File: config.mk
export PLATFORM = sky130hd
export DESIGN_NAME = mbxq_node_mem
export DESIGN_NICKNAME = d
export VERILOG_FILES = /design/src/rtl/core/mbxq_node_mem.sv
export SDC_FILE = /design/constraint.sdc
export NUM_CORES = 1
export LEC_CHECK = 0
export BUFFER_PORTS_ARGS = -buffer_cell sky130_fd_sc_hd__buf_2
export CORE_MARGIN = 8
export CORE_UTILIZATION = 55
export CTS_BUF_LIST = sky130_fd_sc_hd__clkbuf_8
export CTS_CLUSTER_SIZE = 14
export DETAILED_ROUTE_END_ITERATION = 10
export PLACE_DENSITY = 0.72
export SYNTH_ARGS = -nofsm -noshare
export SYNTH_HDL_FRONTEND = slang
export SYNTH_SLANG_ARGS = --single-unit
File: constraint.sdc
create_clock -name clk_i -period 2.2 [get_ports clk_i]
set_input_delay 0.33 -clock clk_i [delete_from_list [all_inputs] [get_ports clk_i]]
set_output_delay 0.33 -clock clk_i [all_outputs]
set_load 0.005 [all_outputs]
File: src/rtl/core/mbxq_node_mem.sv
module mbxq_node_mem #(
  parameter int unsigned DEPTH = 16,
  parameter int unsigned WIDTH = 20
) (
  input  logic                     clk_i,
  input  logic                     rst_ni,
  input  logic                     we_i,
  input  logic [$clog2(DEPTH)-1:0] waddr_i,
  input  logic [WIDTH-1:0]         wdata_i,
  input  logic                     re_i,
  input  logic [$clog2(DEPTH)-1:0] raddr_i,
  output logic [WIDTH-1:0]         rdata_o
);

  logic [WIDTH-1:0] mem [DEPTH];
  logic [DEPTH-1:0] valid_q;
  logic [WIDTH-1:0] rdata_q;
  logic             rvalid_q;

  always_ff @(posedge clk_i) begin
    if (we_i) begin
      mem[waddr_i] <= wdata_i;
    end
    if (re_i) begin
      rdata_q <= mem[raddr_i];
    end
  end

  // entries never written read as the reset value, zero
  always_ff @(posedge clk_i or negedge rst_ni) begin
    if (!rst_ni) begin
      valid_q  <= '0;
      rvalid_q <= 1'b0;
    end else begin
      if (we_i) begin
        valid_q[waddr_i] <= 1'b1;
      end
      if (re_i) begin
        rvalid_q <= valid_q[raddr_i];
      end
    end
  end

  assign rdata_o = rvalid_q ? rdata_q : '0;

endmodule

==> results.md <==
* Reg2reg start: mem[12][16]
* CTS Buffer Depth at 3
* DRC Markers at 0
* Library cells used by synthesis at 21
* Critical Path RT at 1.87 ns
* Clk Latency, worst-skew pair at 0.57 ns
* F_max at 0.474 GHz
* Cell count after synthesis at 549
* Crit path DAT at 1.78 ns
* Status: complete, no violations
* Router iterations before antenna repair at 5
* Core footprint at 0.0244 mm²
* Vias per cell at 6.03
* I/O pins at 52
* Final Skew at 0.0115 ns
* Routed vias at 6,198
* Diodes inserted at 0
* Die Span X at 174 µm
* Slowest cell on crit path: dfrtp_1
* Syn-to-layout area delta at 14.5%
* Leak at 0.00525 µW
* Crit-path leading delay family: flip-flops
* Clk sink count at 357
* Initial Utilization at 0.562
* Final core utilization at 0.643
* Crit Path Max Fanout at 8
* Layout cell share with drive strength beyond 1 at 0.334
* Slew HR at 0.706
* Worst hold path depth at 1
* Crit path launch type: flop
* Max-cap violations at 0
* Row count at 57
* Post-synthesis sequential area ratio at 0.776
* Initial DRC count at 566
* Global route overflow at 0
* Root Buffer: clkbuf_8
* Post-Place Worst Slack at 0.0979 ns
* Worst min-delay path class: in -> reg
* Mapped Nets at 581
* RSZ-0062 raised after global routing: false
* Mean post-synth cell area at 25.0 µm²
* CP peak stage delay at 0.61 ns
* Port Buffers at 51
* Die Y at 174 µm
* Largest net degree at the start of global routing at 52
* VDD IR max at 0.425 mV
* Final instance area at 0.0157 mm²
* Flops & latches, synth at 357
* Yosys warnings at 0
* Setup_tns at 0 ns
* Detailed Route WL at 27,100 µm
* WP depth at 3
* CTS tree: done
* Fin. Hold Viols at 0
* Final net count at 695
* Post-detail-place hpwl at 14,600 µm
* Worst-path cell chain: buf_4 > and2_1 > buf_2
* ANT nets after route at 0
* Antenna violations before repair at 0
* Setup violators final at 0
* Reg2reg path depth at 2
* CP endpoint kind: output port
* PD cells at 850 mW/mm²
* Die area at 0.0302 mm²
* Final worst slack at 0.0883 ns
* Vias in the first global route at 6,553
* Fin crit period at 2.11 ns
* Setup crit start: rvalid_q
* Max Slew Vio Count at 0
* H-tree depth at 2
* Kind of critical path: reg -> out
* Total GRT Usage at 0.181
* Post-CTS Setup Inserts at 0
* Reg clk slew, reported paths at 0.07 ns
* CTS Buf Count at 52
* Placed Instances at 932
* Period utilisation layout at 0.960
* Routed length per instance at 26.4 µm
* Worst Path Buf+Inv at 2
* Global-route wire length before repair at 40,400 µm
* Placed cell areas at 0.0147 mm²
* Post-Synthesis Cell Area at 0.0137 mm²
* Worst-Margin Slew at 0.441 ns
* HP Start: wdata_i[10]
* Final Instance Count excl. Fillers at 1,028
* GPL Wtd Cong at 0.708
==> cell usage after synthesis <==
cell / number / area share
or2_2: 16 / 0.0073
dfrtp_1: 17 / 0.031
edfxtp_1: 340 / 0.75
clkbuf_1: 12 / 0.0033
mux2i_1: 3 / 0.0022
mux2_2: 1 / 0.00082
mux4_2: 56 / 0.092
and2_1: 20 / 0.0091
or3b_2: 1 / 0.00064
nand3b_1: 2 / 0.0011
nand2_1: 1 / 0.00027
nor2_1: 12 / 0.0033
buf_2: 4 / 0.0015
buf_8: 1 / 0.0011
nand2b_1: 2 / 0.00091
nand3_1: 1 / 0.00037
nor3_1: 4 / 0.0015
buf_6: 5 / 0.0041
mux4_1: 48 / 0.092
buf_1: 2 / 0.00055
buf_12: 1 / 0.0015
==> flip-flops by register name, summed over array words and instances, names as in the netlist <==
register / count
rvalid_q: 1
valid_q: 16
mem: 320
rdata_q: 20
==> area by class of cell <==
class                   count  area (µm²)
well taps                 324         405
repair buffers             85         743
flip-flops and latches    357       10600
multi-input cells         167        2970
fillers                  1593        8700
clock inverters            39         159
clock buffers              56         771
==> path summary, 6_finish.rpt <==
kind / endpoint / slack (ns)
worst max-delay path: rdata_o[9] / 0.09
worst min-delay path: mem[9][10] / 0.13
worst max register to register: rdata_q[16] / 0.57
worst min register to register: valid_q[9] / 0.46
max in group asynchronous: valid_q[14] / 1.66
min in group asynchronous: valid_q[13] / 0.26
==> metal layers <==
| metal | GRT usage | vias up | wire (µm) | share of wire |
|---|---|---|---|---|
| met5 | 0 | - | 0 | 0 |
| met1 | 0.241 | 3301 | 11200 | 0.41 |
| met4 | 0.0513 | 0 | 498 | 0.018 |
| li1 | - | 2609 | - | - |
| met3 | 0.0346 | 42 | 1740 | 0.064 |
| met2 | 0.302 | 246 | 13600 | 0.50 |
==> power by group <==
group          switching, µW  internal [µW]  total, µW
Sequential              78.1           7670       7750
Combinational            447            455        902
Clock                   2340           2340       4680
==> cell families (layout without fill, tap and decap cells) <==
family / after synthesis / after routing / synth area share
flops: 357 / 357 / 0.776
mux: 108 / 108 / 0.187
simple gates: 59 / 59 / 0.0245
buf+inv: 25 / 180 / 0.0120
==> layout by cell type (no fill, tap or decap), drive strengths merged <==
master | netlist | routed
and2 | 20 | 20
buf | 13 | 84
clkbuf | 12 | 56
clkinv | 0 | 17
clkinvlp | 0 | 1
dfrtp | 17 | 17
dlygate4sd3 | 0 | 1
edfxtp | 340 | 340
inv | 0 | 21
mux2 | 1 | 1
mux2i | 3 | 3
mux4 | 104 | 104
nand2 | 1 | 1
nand2b | 2 | 2
nand3 | 1 | 1
nand3b | 2 | 2
nor2 | 12 | 12
nor3 | 4 | 4
or2 | 16 | 16
or3b | 1 | 1
==> through the flow <==
stage	total power [µW]	hold slack, ns
2_1_floorplan	8370	0.0344
3_5_place_dp	8810	0.263
3_3_place_gp	8760	0.254
4_1_cts	13400	0.0983
5_1_grt	13800	0.115
6_report	13300	0.126
==> what timing repair did <==
item                      4_1_cts  5_1_grt
hold buffers                    1        0
gates resized for setup         0        0
hold endpoints to repair       17        0
(Power assumes the default switching activity.)
